**config.mk**
```make
export PLATFORM = sky130hd
export DESIGN_NAME = length_prefixed_packet_deframer
export DESIGN_NICKNAME = d
export VERILOG_FILES = /design/src/hw/rtl/lppd_pkg.sv /design/src/hw/rtl/lppd_front.sv /design/src/hw/rtl/lppd_back.sv /design/src/hw/rtl/length_prefixed_packet_deframer.sv
export SDC_FILE = /design/constraint.sdc
export NUM_CORES = 1
export LEC_CHECK = 0
export ABC_AREA = 1
export BUFFER_PORTS_ARGS = -buffer_cell sky130_fd_sc_hd__buf_2
export CAP_MARGIN = 25
export CORE_ASPECT_RATIO = 1.5
export CORE_UTILIZATION = 25
export CTS_CLUSTER_DIAMETER = 60
export CTS_CLUSTER_SIZE = 8
export DETAILED_ROUTE_END_ITERATION = 10
export GPL_TIMING_DRIVEN = 0
export REMOVE_ABC_BUFFERS = 1
export SLEW_MARGIN = 40
export SYNTH_ARGS = -nofsm -noshare
export SYNTH_HDL_FRONTEND = slang
export SYNTH_SLANG_ARGS = --single-unit
```
**constraint.sdc**
```tcl
create_clock -name clk -period 4.7 [get_ports clk]
set_clock_uncertainty 0.05 [all_clocks]
set_input_delay 0.47 -clock clk [delete_from_list [all_inputs] [get_ports clk]]
set_output_delay 0.47 -clock clk [all_outputs]
set_load 0.05 [all_outputs]
```
**src/hw/rtl/lppd_pkg.sv**
```systemverilog
package lppd_pkg;

  localparam int unsigned CHANNELS_DEF = 16;

  localparam logic [7:0]  HDR_SHORT    = 8'hC1;
  localparam logic [7:0]  HDR_LONG     = 8'hC2;
  localparam logic [15:0] MIN_SHORT    = 16'd3;
  localparam logic [15:0] MIN_LONG     = 16'd4;
  localparam logic [15:0] MAX_SIZE_RST = 16'd8192;

  // result status codes
  localparam logic [2:0] ST_OK      = 3'd0;
  localparam logic [2:0] ST_BAD_HDR = 3'd1;
  localparam logic [2:0] ST_BAD_LEN = 3'd2;
  localparam logic [2:0] ST_DISCARD = 3'd3;
  localparam logic [2:0] ST_RESTART = 3'd4;

  // classified item as it travels from front to back
  typedef struct packed {
    logic [3:0] chan;
    logic [7:0] data;
    logic       restart;
    logic       hdr_short;
    logic       hdr_long;
  } item_t;

  typedef struct packed {
    logic [3:0]  chan;
    logic [7:0]  data;
    logic [15:0] position;
    logic [7:0]  command_code;
    logic [15:0] packet_size;
    logic        first;
    logic        last;
    logic [2:0]  status;
  } result_t;

endpackage

```
**src/hw/rtl/lppd_front.sv**
```systemverilog
module lppd_front
  import lppd_pkg::*;
(
  input  logic       clk,
  input  logic       rst_n,
  input  logic       in_valid,
  output logic       in_ready,
  input  logic [3:0] in_channel,
  input  logic [7:0] in_data_byte,
  input  logic       in_restart,
  input  logic       hold,
  output logic       q_valid,
  output item_t      q_item,
  input  logic       q_pop
);

  item_t      slot_r [2];
  logic       wr_ptr_r;
  logic       rd_ptr_r;
  logic [1:0] count_r;
  logic [1:0] count_nxt;
  logic       push;
  item_t      cls;

  // header classification
  always_comb begin
    cls.chan      = in_channel;
    cls.data      = in_data_byte;
    cls.restart   = in_restart;
    cls.hdr_short = (in_data_byte == HDR_SHORT);
    cls.hdr_long  = (in_data_byte == HDR_LONG);
  end

  assign in_ready = (count_r != 2'd2) && !hold;
  assign push     = in_valid && in_ready;
  assign q_valid  = (count_r != 2'd0);
  assign q_item   = slot_r[rd_ptr_r];

  always_comb begin
    count_nxt = count_r;
    if (push && !q_pop) begin
      count_nxt = count_r + 2'd1;
    end else if (!push && q_pop) begin
      count_nxt = count_r - 2'd1;
    end
  end

  always_ff @(posedge clk) begin
    if (!rst_n) begin
      wr_ptr_r <= 1'b0;
      rd_ptr_r <= 1'b0;
      count_r  <= 2'd0;
    end else begin
      count_r <= count_nxt;
      if (push) begin
        wr_ptr_r <= ~wr_ptr_r;
      end
      if (q_pop) begin
        rd_ptr_r <= ~rd_ptr_r;
      end
    end
  end

  always_ff @(posedge clk) begin
    if (push) begin
      slot_r[wr_ptr_r] <= cls;
    end
  end

endmodule

```
**src/hw/rtl/lppd_back.sv**
```systemverilog
module lppd_back
  import lppd_pkg::*;
#(
  parameter int unsigned CHANNELS = CHANNELS_DEF
) (
  input  logic        clk,
  input  logic        rst_n,
  input  logic        q_valid,
  input  item_t       q_item,
  output logic        q_pop,
  output logic        clearing,
  input  logic [15:0] max_size,
  output logic        out_valid,
  input  logic        out_ready,
  output result_t     out_res
);

  localparam int unsigned IDX_W = (CHANNELS > 1) ? $clog2(CHANNELS) : 1;

  typedef enum logic [2:0] {
    PH_IDLE  = 3'd0,
    PH_LEN_A = 3'd1,
    PH_LEN_B = 3'd2,
    PH_CMD   = 3'd3,
    PH_BODY  = 3'd4,
    PH_ERROR = 3'd5
  } phase_t;

  typedef struct packed {
    phase_t      phase;
    logic        long_hdr;
    logic [15:0] exp_size;
    logic [15:0] cnt;
    logic [7:0]  cmd;
  } chan_state_t;

  localparam chan_state_t ST_ZERO = '{phase: PH_IDLE, long_hdr: 1'b0, exp_size: 16'd0,
                                      cnt: 16'd0, cmd: 8'd0};

  // channel number to state slot, folded at elaboration
  logic [IDX_W-1:0] idx_tab [16];
  for (genvar g = 0; g < 16; g++) begin : g_idx
    assign idx_tab[g] = IDX_W'(g % CHANNELS);
  end

  chan_state_t      mem [CHANNELS];
  chan_state_t      rd_data_r;
  chan_state_t      byp_data_r;
  logic             byp_r;
  logic             clr_active_r;
  logic [IDX_W-1:0] clr_idx_r;
  logic             p_valid_r;
  item_t            p_item_r;
  logic [IDX_W-1:0] p_idx_r;
  logic             out_valid_r;
  result_t          out_res_r;

  logic             p_adv;
  logic [IDX_W-1:0] q_idx;
  logic             wr_en;
  logic [IDX_W-1:0] wr_idx;
  chan_state_t      wr_data;
  chan_state_t      cur;
  chan_state_t      ns;
  result_t          res;
  logic [15:0]      size_v;
  logic [15:0]      min_v;
  logic [16:0]      pos_inc;

  assign clearing  = clr_active_r;
  assign q_idx     = idx_tab[q_item.chan];
  assign p_adv     = p_valid_r && (!out_valid_r || out_ready);
  assign q_pop     = q_valid && !clr_active_r && (!p_valid_r || p_adv);
  assign out_valid = out_valid_r;
  assign out_res   = out_res_r;

  assign wr_en   = clr_active_r || p_adv;
  assign wr_idx  = clr_active_r ? clr_idx_r : p_idx_r;
  assign wr_data = clr_active_r ? ST_ZERO : ns;

  // a write landing on the slot being read is forwarded
  assign cur = byp_r ? byp_data_r : rd_data_r;

  always_comb begin
    ns               = cur;
    res.chan         = p_item_r.chan;
    res.data         = p_item_r.data;
    res.position     = 16'd0;
    res.command_code = 8'd0;
    res.packet_size  = 16'd0;
    res.first        = 1'b0;
    res.last         = 1'b0;
    res.status       = ST_OK;
    pos_inc          = {1'b0, cur.cnt} + 17'd1;
    size_v           = 16'd0;
    min_v            = cur.long_hdr ? MIN_LONG : MIN_SHORT;
    if (p_item_r.restart) begin
      ns         = ST_ZERO;
      res.status = ST_RESTART;
    end else begin
      case (cur.phase)
        PH_IDLE: begin
          if (p_item_r.hdr_short || p_item_r.hdr_long) begin
            ns.long_hdr = p_item_r.hdr_long;
            ns.exp_size = 16'd0;
            ns.cmd      = 8'd0;
            ns.cnt      = 16'd1;
            ns.phase    = PH_LEN_A;
            res.first   = 1'b1;
          end else begin
            ns.phase   = PH_ERROR;
            res.status = ST_BAD_HDR;
          end
        end
        PH_LEN_A, PH_LEN_B: begin
          res.position = cur.cnt;
          if (cur.phase == PH_LEN_A && cur.long_hdr) begin
            ns.exp_size = {p_item_r.data, 8'd0};
            ns.cnt      = pos_inc[15:0];
            ns.phase    = PH_LEN_B;
          end else begin
            size_v = (cur.phase == PH_LEN_B) ? (cur.exp_size | {8'd0, p_item_r.data})
                                             : {8'd0, p_item_r.data};
            ns.exp_size     = size_v;
            res.packet_size = size_v;
            if (size_v < min_v || size_v > max_size) begin
              ns.phase   = PH_ERROR;
              res.status = ST_BAD_LEN;
            end else begin
              ns.cnt   = pos_inc[15:0];
              ns.phase = PH_CMD;
            end
          end
        end
        PH_CMD, PH_BODY: begin
          res.position     = cur.cnt;
          res.command_code = (cur.phase == PH_CMD) ? p_item_r.data : cur.cmd;
          res.packet_size  = cur.exp_size;
          if (pos_inc >= {1'b0, cur.exp_size}) begin
            res.last = 1'b1;
            ns       = ST_ZERO;
          end else begin
            ns.cmd   = res.command_code;
            ns.cnt   = pos_inc[15:0];
            ns.phase = PH_BODY;
          end
        end
        default: begin
          res.status = ST_DISCARD;
        end
      endcase
    end
  end

  // state memory: one write port, one registered read port
  always_ff @(posedge clk) begin
    if (wr_en) begin
      mem[wr_idx] <= wr_data;
    end
    if (q_pop) begin
      rd_data_r  <= mem[q_idx];
      byp_r      <= wr_en && (wr_idx == q_idx);
      byp_data_r <= wr_data;
    end
    if (q_pop) begin
      p_item_r <= q_item;
      p_idx_r  <= q_idx;
    end
    if (p_adv) begin
      out_res_r <= res;
    end
  end

  always_ff @(posedge clk) begin
    if (!rst_n) begin
      clr_active_r <= 1'b1;
      clr_idx_r    <= '0;
      p_valid_r    <= 1'b0;
      out_valid_r  <= 1'b0;
    end else begin
      if (clr_active_r) begin
        if (clr_idx_r == IDX_W'(CHANNELS - 1)) begin
          clr_active_r <= 1'b0;
        end else begin
          clr_idx_r <= clr_idx_r + 1'b1;
        end
      end
      if (q_pop) begin
        p_valid_r <= 1'b1;
      end else if (p_adv) begin
        p_valid_r <= 1'b0;
      end
      if (p_adv) begin
        out_valid_r <= 1'b1;
      end else if (out_ready) begin
        out_valid_r <= 1'b0;
      end
    end
  end

endmodule

```
**src/hw/rtl/length_prefixed_packet_deframer.sv**
```systemverilog
// length-prefixed packet deframer
// input channel (in_valid/in_ready): one byte of one connection per item, with
//   its channel number and a restart flag that clears that channel's parser
// result channel (out_valid/out_ready): one item per input item, in order,
//   echoing channel and byte with position, command code, packet size,
//   first/last marks and a status code
// config channel (cfg_valid/cfg_ready): always ready, writes max_packet_size;
//   write it only while no item is in flight
// structure: front classifies header bytes and holds a two-entry queue; back
//   reads the per-channel state memory, runs the parser and fills the
//   output register
// path: an accepted item passes through a queue entry, the parser input
//   register and the output register, in that order
// throughput: one item per cycle while out_ready stays high, also for runs on
//   the same channel, since the back forwards a state write to a read of the same slot
// reset: after rst_n goes high the back clears the state memory one channel
//   per cycle, with in_ready held low; max_packet_size returns to 8192
// stall: when out_ready is low the output register holds, the back stage
//   waits and the queue fills; in_ready drops once both queue entries are full
module length_prefixed_packet_deframer
  import lppd_pkg::*;
#(
  parameter int unsigned CHANNELS = CHANNELS_DEF
) (
  input  logic        clk,
  input  logic        rst_n,
  // byte input
  input  logic        in_valid,
  output logic        in_ready,
  input  logic [3:0]  in_channel,
  input  logic [7:0]  in_data_byte,
  input  logic        in_restart,
  // results
  output logic        out_valid,
  input  logic        out_ready,
  output logic [3:0]  out_channel,
  output logic [7:0]  out_byte,
  output logic [15:0] out_position,
  output logic [7:0]  out_command_code,
  output logic [15:0] out_packet_size,
  output logic        out_first,
  output logic        out_last,
  output logic [2:0]  out_status,
  // configuration
  input  logic        cfg_valid,
  output logic        cfg_ready,
  input  logic [15:0] cfg_max_packet_size
);

  logic        q_valid;
  item_t       q_item;
  logic        q_pop;
  logic        clearing;
  result_t     res;
  logic [15:0] max_size_r;

  // max packet size register, written any cycle
  assign cfg_ready = 1'b1;

  always_ff @(posedge clk) begin
    if (!rst_n) begin
      max_size_r <= MAX_SIZE_RST;
    end else if (cfg_valid && cfg_ready) begin
      max_size_r <= cfg_max_packet_size;
    end
  end

  // front: accept and classify, queue toward the parser
  lppd_front u_front (
    .clk          (clk),
    .rst_n        (rst_n),
    .in_valid     (in_valid),
    .in_ready     (in_ready),
    .in_channel   (in_channel),
    .in_data_byte (in_data_byte),
    .in_restart   (in_restart),
    .hold         (clearing),
    .q_valid      (q_valid),
    .q_item       (q_item),
    .q_pop        (q_pop)
  );

  // back: per-channel state, parser and output register
  lppd_back #(
    .CHANNELS (CHANNELS)
  ) u_back (
    .clk       (clk),
    .rst_n     (rst_n),
    .q_valid   (q_valid),
    .q_item    (q_item),
    .q_pop     (q_pop),
    .clearing  (clearing),
    .max_size  (max_size_r),
    .out_valid (out_valid),
    .out_ready (out_ready),
    .out_res   (res)
  );

  assign out_channel      = res.chan;
  assign out_byte         = res.data;
  assign out_position     = res.position;
  assign out_command_code = res.command_code;
  assign out_packet_size  = res.packet_size;
  assign out_first        = res.first;
  assign out_last         = res.last;
  assign out_status       = res.status;

`ifndef SYNTHESIS
  // no byte gets in while the state memory is being cleared
  a_no_accept_clearing: assert property (@(posedge clk) disable iff (!rst_n)
    clearing |-> !in_ready)
    else $error("item accepted during state clear");

  // a header byte always opens at offset zero with no error
  a_first_clean: assert property (@(posedge clk) disable iff (!rst_n)
    (out_valid && out_first) |-> (out_position == 16'd0 && out_status == ST_OK))
    else $error("first mark with nonzero position or status");

  // the closing byte belongs to a sized packet and lands at size minus one
  a_last_pos: assert property (@(posedge clk) disable iff (!rst_n)
    (out_valid && out_last) |->
      (out_status == ST_OK && out_packet_size != 16'd0 &&
       out_position == out_packet_size - 16'd1))
    else $error("last mark inconsistent with packet size");

  // error results carry no packet marks
  a_err_no_marks: assert property (@(posedge clk) disable iff (!rst_n)
    (out_valid && out_status != ST_OK) |-> (!out_first && !out_last))
    else $error("packet mark on an error result");
`endif

endmodule

```
==> flow_summary_export.csv, run 1 <==
group,metric,value,unit
synthesis,netlist.area_leader.share,69.6,%
timing,hold_viol_final,0,
clock_network,cts_root_buffer,"clkbuf_16",
layout,syn_to_final_growth,24.7,%
synthesis,synth_area,38600,sq um
synthesis,avgSynthCellArea,12.1,sq um
setup_path,worstReg2RegStart,"u_back.byp_r",
worst_hold_path,hold_class,"input port to flop",
placed_design,port_buffers,92,
clock_network,cts.sinks,923,
detailed_routing,drt_drc_violations_left,0,
worst_hold_path,min_path_cells,3,
setup_path,cp-startpoint,"u_back.byp_r",
timing,fmax,222,MHz
setup_path,cp.depth,31,
synthesis,yosys.area_share.simple,7.24,%
synthesis,ys_ff_latch,923,
synthesis,synth_async_sr_flop_share,0,%
setup_path,cp.arrival,4920,ps
synthesis,syn_inst,3192,
pwr,power_frac_seq,50.4,%
layout,final_cell_mix,"edfxtp_1, o21ai_0, a21oi_1",
floorplan,coreArea,153000,sq um
layout,layout_commonest_cell,"edfxtp_1",
pwr,irDropWorstVdd,0.283,mV
detailed_routing,antenna_left,0,
setup_path,criticalPathCategory,"flop to flop",
clock_network,worstSkewPairLatency,730,ps
worst_hold_path,min_from,"cfg_max_packet_size[4]",
run,maxCapViolations,0,
floorplan,die_y,483,um
pwr,power.total,18.0,mW
layout,layout-drive-gt1-share,15.1,%
setup_path,cp_common_cell,"nand2_1",
setup_path,crit_fanout,7,
detailed_routing,wl_per_cell,20.4,um
pwr,switching_power,3.68,mW
setup_path,endpoint_kind,"flop",
synthesis,yosysSeqAreaShare,71.1,%
floorplan,die_area,156000,sq um
global_route,grt_pass1_wl,163000,um
synthesis,yosys.area_share.adder,1.17,%
timing,min_period_over_period,95.9,%
setup_path,crit_buf_inv,10,
setup_path,critical_path.max_stage_delay,390,ps
clock_network,cts.htree.levels,4,
global_route,grt_pass1_vias,25500,
layout,stdcell_area,48100,sq um
timing,slew_headroom,37.9,%
pwr,p_per_area,375,nW/um^2
layout,nets,3454,
detailed_routing,drt_iter0_drc,3163,
clock_network,clk_pin_slew,50,ps
placed_design,hpwl,71200,um
pwr,p_int,14.4,mW
outcome,status,"completed",
global_route,grt_max_degree,103,
global_route,antenna_found_initial,5,
pwr,share_comb_of_total_power,2.1,%
floorplan,fp-row-count,176,
synthesis,synth-main-ff-cell,"edfxtp_1",
synthesis,synth_cell_types,49,
detailed_routing,via_count,26700,
timing,worst_slack,192,ps
global_route,grt_overflow,0,
floorplan,die_x,323,um
timing,finalSetupViolCount,0,
placed_design,routabilityCongestion,0.839,
timing,slew_violations,0,
detailed_routing,drt_pre_antenna_iters,6,
pwr,power.share.clock,47.5,%
synthesis,yosys-top-cells-area,"edfxtp_1, o21ai_0, a21oi_1",
synthesis,synth_edf_count,895,
placed_design,pre_cts_ws,-1400,ps
floorplan,ios,94,
floorplan,start_util,25.2,%
detailed_routing,wirelength,112000,um
timing,min_period,4510,ps
synthesis,yosysWarnings,0,
setup_path,crit_required,5120,ps
setup_path,crit_slowest_cell,"edfxtp_1",
placed_design,dpl_cell_area,43400,sq um
clock_network,cts_tree,"done",
clock_network,clockBufferDepth,3,
setup_path,start_kind,"flop",
setup_path,crit_family,"simple AND/OR/NAND/NOR gates",
synthesis,synth_top_family_by_area,"compound AO/OA/AOI/OAI gates",
synthesis,synth_top_area_cell,"edfxtp_1",
pwr,sw_frac_of_total,20.4,%
timing,worstMarginPinSlew,922,ps
clock_network,cts_buffers,133,
setup_path,r2r_cells,31,
global_route,grtUsageTotal,13.9,%
synthesis,synth_compound_area_share,15.3,%
pwr,p_leak,16.2,nW
detailed_routing,viasPerCell,4.87,
synthesis,synth-xor-area-share,0.386,%
synthesis,synth.area.mux_share,0.207,%
## registers in the layout, summed over array words and instances (netlist names), 2 cells and up, named ones only
| register | count |
|---|---|
| u_front.slot_r | 30 |
| max_size_r | 16 |
| u_back.byp_data_r | 44 |
| u_back.clr_idx_r | 4 |
| u_back.rd_data_r | 44 |
| u_back.out_res | 57 |
| u_back.p_item_r | 11 |
| u_back.mem | 704 |
| u_back.p_idx_r | 4 |
| u_front.count_r | 2 |
## Yosys cell counts, drive strengths merged (9+ instances only)
master,instances
nor2,251
nor3,55
buf,35
nand4,9
edfxtp,895
nand3,49
o221ai,54
inv,247
o21ai,484
dfxtp,28
clkbuf,174
nand2,285
o211ai,32
a21oi,450
o32ai,36
or2,18
ha,36
xor2,16
## worst reg2reg max path: cells and delay by family, from the launching register on
| kind | cells | cell delay (ps) |
|---|---|---|
| flip-flops | 1 | 390 |
| adder cells (fa/ha/maj) | 1 | 300 |
| AND/OR/NAND/NOR | 18 | 1840 |
| buffers and inverters | 10 | 1330 |
| XOR/XNOR | 1 | 140 |
| AO/OA/AOI/OAI | 1 | 190 |
## per-layer routing
metal	track usage [%]	part of all wire [%]
met5	0	0.020
met4	5.44	3.4
met3	2.89	8.7
met2	21.7	46
met1	18.9	42
## per-stage QoR
stage / utilization (%) / cells / hold WS, ps / TNS (ps)
2_1_floorplan: - / 2983 / 371 / -637590
3_3_place_gp: 26.6 / 5122 / 404 / -5277890
3_5_place_dp: 28.3 / 5235 / 401 / -651930
4_1_cts: 31.2 / 5455 / 1.03 / 0
5_1_grt: 31.4 / 5480 / 50.5 / -65.2
6_report: 31.4 / 5485 / 28.1 / 0
## area by class of cell
type	count	area (sq um)
flip-flops and latches	923	27400
well taps	2047	2560
diodes	6	15.0
repair inverters	9	65.1
inverters	248	1040
repair buffers	257	3490
fillers	15100	105000
clock inverters	15	234
multi-input cells	1812	9810
clock buffers	168	3480
## path summary, 6_finish.rpt
check                                     endpoint  slack (ps)
worst max-delay path            u_back.mem[14][43]         190
worst min-delay path                 max_size_r[4]          30
worst max register to register  u_back.mem[14][43]         190
worst min register to register  u_back.out_res[56]         410
## cells by family after synthesis
family | after synthesis
xor gates and xnor gates | 17
and+or+nand+nor | 669
muxes | 8
buffers and inverters | 457
DFF | 923
AOI/OAI and AO/OA | 1081
adders and majority gates | 36
other | 1
## power groups by stage
stage               logic [mW]  registers, mW  clock network, mW
floorplan                0.125           9.25                  0
global placement         0.246           9.28                  0
detailed placement       0.354           9.25                  0
CTS                      0.371           9.10               8.69
global route             0.395           9.10               9.02
finish                   0.370           9.10               8.58
## what timing repair did
action                     4_1_cts  5_1_grt
setup endpoints to repair      732      724
gates resized for setup         39       37
gates cloned                     1        8
buffers inserted                14       16
hold endpoints to repair        35        0
hold buffers                    22        0
pin swaps                        6        3
No activity file was read; power rests on OpenSTA's default activity.
==> inputs of run 2 (changes only) <==
--- a/config.mk
+++ b/config.mk
@@ -9,6 +9,7 @@
 export BUFFER_PORTS_ARGS = -buffer_cell sky130_fd_sc_hd__buf_2
 export CAP_MARGIN = 25
 export CORE_ASPECT_RATIO = 1.5
+export CORE_MARGIN = 2
 export CORE_UTILIZATION = 25
 export CTS_CLUSTER_DIAMETER = 60
 export CTS_CLUSTER_SIZE = 8
==> run 2 against run 1 <==
The flow now finishes with violations (design-rule violations). Wire length is 1.9% higher. Die area increased by 1.0%. Critical path depth shrank 3. First-iteration DRC count increased by 2.0%. Design area rose by 0.23%. Clock power shrank 0.5%. Sequential cell count is the same. Register-to-register slack barely moved. Largest power group unchanged. Highest routed layer unchanged.
==> flow_summary_export.csv, run 2 (synthesis gave the netlist of run 1 again) <==
group,metric,value,unit
floorplan,start_util,25.2,%
clock_network,cts.sinks,923,
outcome,violations,"design-rule violations",
placed_design,dpl_cell_area,43700,sq um
floorplan,die_area,158000,sq um
timing,fmax,222,MHz
clock_network,clk_pin_slew,50,ps
detailed_routing,antenna_left,0,
clock_network,cts.htree.levels,4,
timing,worstMarginPinSlew,887,ps
clock_network,cts_tree,"done",
global_route,grtUsageTotal,14.0,%
timing,finalSetupTns,0,ps
placed_design,hpwl,72400,um
pwr,switching_power,3.58,mW
placed_design,port_buffers,92,
detailed_routing,drt_pre_antenna_iters,10,
layout,stdcell_area,48200,sq um
detailed_routing,via_count,26700,
layout,layout_commonest_cell,"edfxtp_1",
timing,min_period_over_period,96.0,%
timing,min_period,4510,ps
pwr,p_int,14.4,mW
layout,regMostFlops,"u_back.mem",
floorplan,coreArea,153000,sq um
setup_path,start_kind,"flop",
layout,largest_reg_flops,704,
setup_path,crit_required,5060,ps
layout,nets,3449,
layout,syn_to_final_growth,25.0,%
setup_path,endpoint_kind,"flop",
global_route,antenna_found_initial,6,
pwr,irDropWorstVdd,0.379,mV
placed_design,routabilityCongestion,0.850,
detailed_routing,wirelength,114000,um
global_route,grt_overflow,0,
layout,stdcell_count,5466,
setup_path,critical_path.max_stage_delay,450,ps
pwr,sw_frac_of_total,19.9,%
pwr,share_comb_of_total_power,2.1,%
detailed_routing,wl_per_cell,20.8,um
layout,final_cell_mix,"edfxtp_1, o21ai_0, a21oi_1",
detailed_routing,viasPerCell,4.89,
detailed_routing,drt_iter0_drc,3226,
pwr,power.share.clock,47.4,%
clock_network,cts_root_buffer,"clkbuf_16",
timing,slew_violations,0,
setup_path,crit_fanout,11,
layout,layout-drive-gt1-share,15.2,%
floorplan,fp-row-count,176,
pwr,power_frac_seq,50.5,%
global_route,grt_pass1_vias,25400,
setup_path,crit_slowest_cell,"edfxtp_1",
setup_path,cp_common_cell,"nand2_1",
layout,final_core_util,31.5,%
detailed_routing,drt_drc_violations_left,2,
setup_path,criticalPathCategory,"flop to flop",
timing,finalSetupViolCount,0,
clock_network,clockBufferDepth,3,
floorplan,ios,94,
timing,hold_viol_final,0,
pwr,p_leak,16.3,nW
floorplan,die_x,325,um
placed_design,dp.cells,5241,
run,maxCapViolations,0,
worst_hold_path,hold_class,"input port to flop",
global_route,grt_pass1_wl,165000,um
pwr,p_per_area,374,nW/um^2
clock_network,cts_buffers,133,
floorplan,die_y,485,um
timing,slew_headroom,40.8,%
outcome,status,"complete, but fails checks",
global_route,grt_max_degree,93,
clock_network,worstSkewPairLatency,740,ps
setup_path,cp.arrival,4880,ps
[run 2: cell count changes in the layout (fill, tap and decap cells not counted), sizes merged]
cell         before  now
bufinv            0    1
clkbuf          168  160
diode             6    4
dlygate4sd3      22   16
clkinvlp         24   22
clkinv           12    8
nand2           285  286
buf             235  236
[run 2: layout make-up]
| type | count | area, sq um |
|---|---|---|
| multi-input combinational | 1813 | 9810 |
| fill | 15100 | 105000 |
| sequential | 923 | 27400 |
| tap | 2047 | 2560 |
| timing repair buffer | 252 | 3640 |
| timing repair inverter | 8 | 61.3 |
| clock inverter | 11 | 116 |
| clock buffer | 160 | 3560 |
| antenna | 4 | 10.0 |
| inverter | 248 | 1040 |
[run 2: critical path: cells and delay by family (launching register included)]
family,cells,cell delay [ps]
flops,1,450
compound gates,1,120
simple gates,18,1950
xor+xnor,1,130
buf+inv,6,930
fa+ha+maj,2,540
[run 2: path summary, 6_finish.rpt]
check                    startpoint                  to  slack (ps)  cells after the start
max                    u_back.byp_r  u_back.mem[11][14]         190                     28
min          cfg_max_packet_size[8]       max_size_r[8]          30                      3
max reg2reg            u_back.byp_r  u_back.mem[11][14]         190                     28
min reg2reg       u_back.p_idx_r[2]  u_back.out_res[55]         420                      0
[run 2: per-layer routing]
metal  vias up  routed length (um)  GRT usage (%)
met1     13200               48600           18.8
li1      12000                   -              -
met3       245                9480           3.42
met4         4                3700           5.23
met2      1249               51900           21.8
met5         -                  23              0
[run 2: per-stage QoR]
step	power, mW	hold slack [ps]	setup slack [ps]
after floorplan	9.38	371	-10110
after global placement	9.53	406	-26140
after detailed placement	9.62	405	-1130
after CTS	18.2	3.59	1.02
after global routing	18.5	29.3	-19.4
final	18.0	26.6	187
[run 2: power groups by stage]
stage          combinational, mW  clock [mW]  sequential [mW]
2_1_floorplan              0.125           0             9.25
3_3_place_gp               0.252           0             9.28
3_5_place_dp               0.366           0             9.25
4_1_cts                    0.379        8.67             9.10
5_1_grt                    0.404        9.00             9.10
6_report                   0.382        8.54             9.10
[run 2: repair_timing]
item                       4_1_cts  5_1_grt
gates cloned                     1        8
setup endpoints to repair      745      735
resized for setup               38       41
pin swaps                        3        2
setup buffers                   13       12
hold endpoints to repair        28        0
hold buffers                    16        0
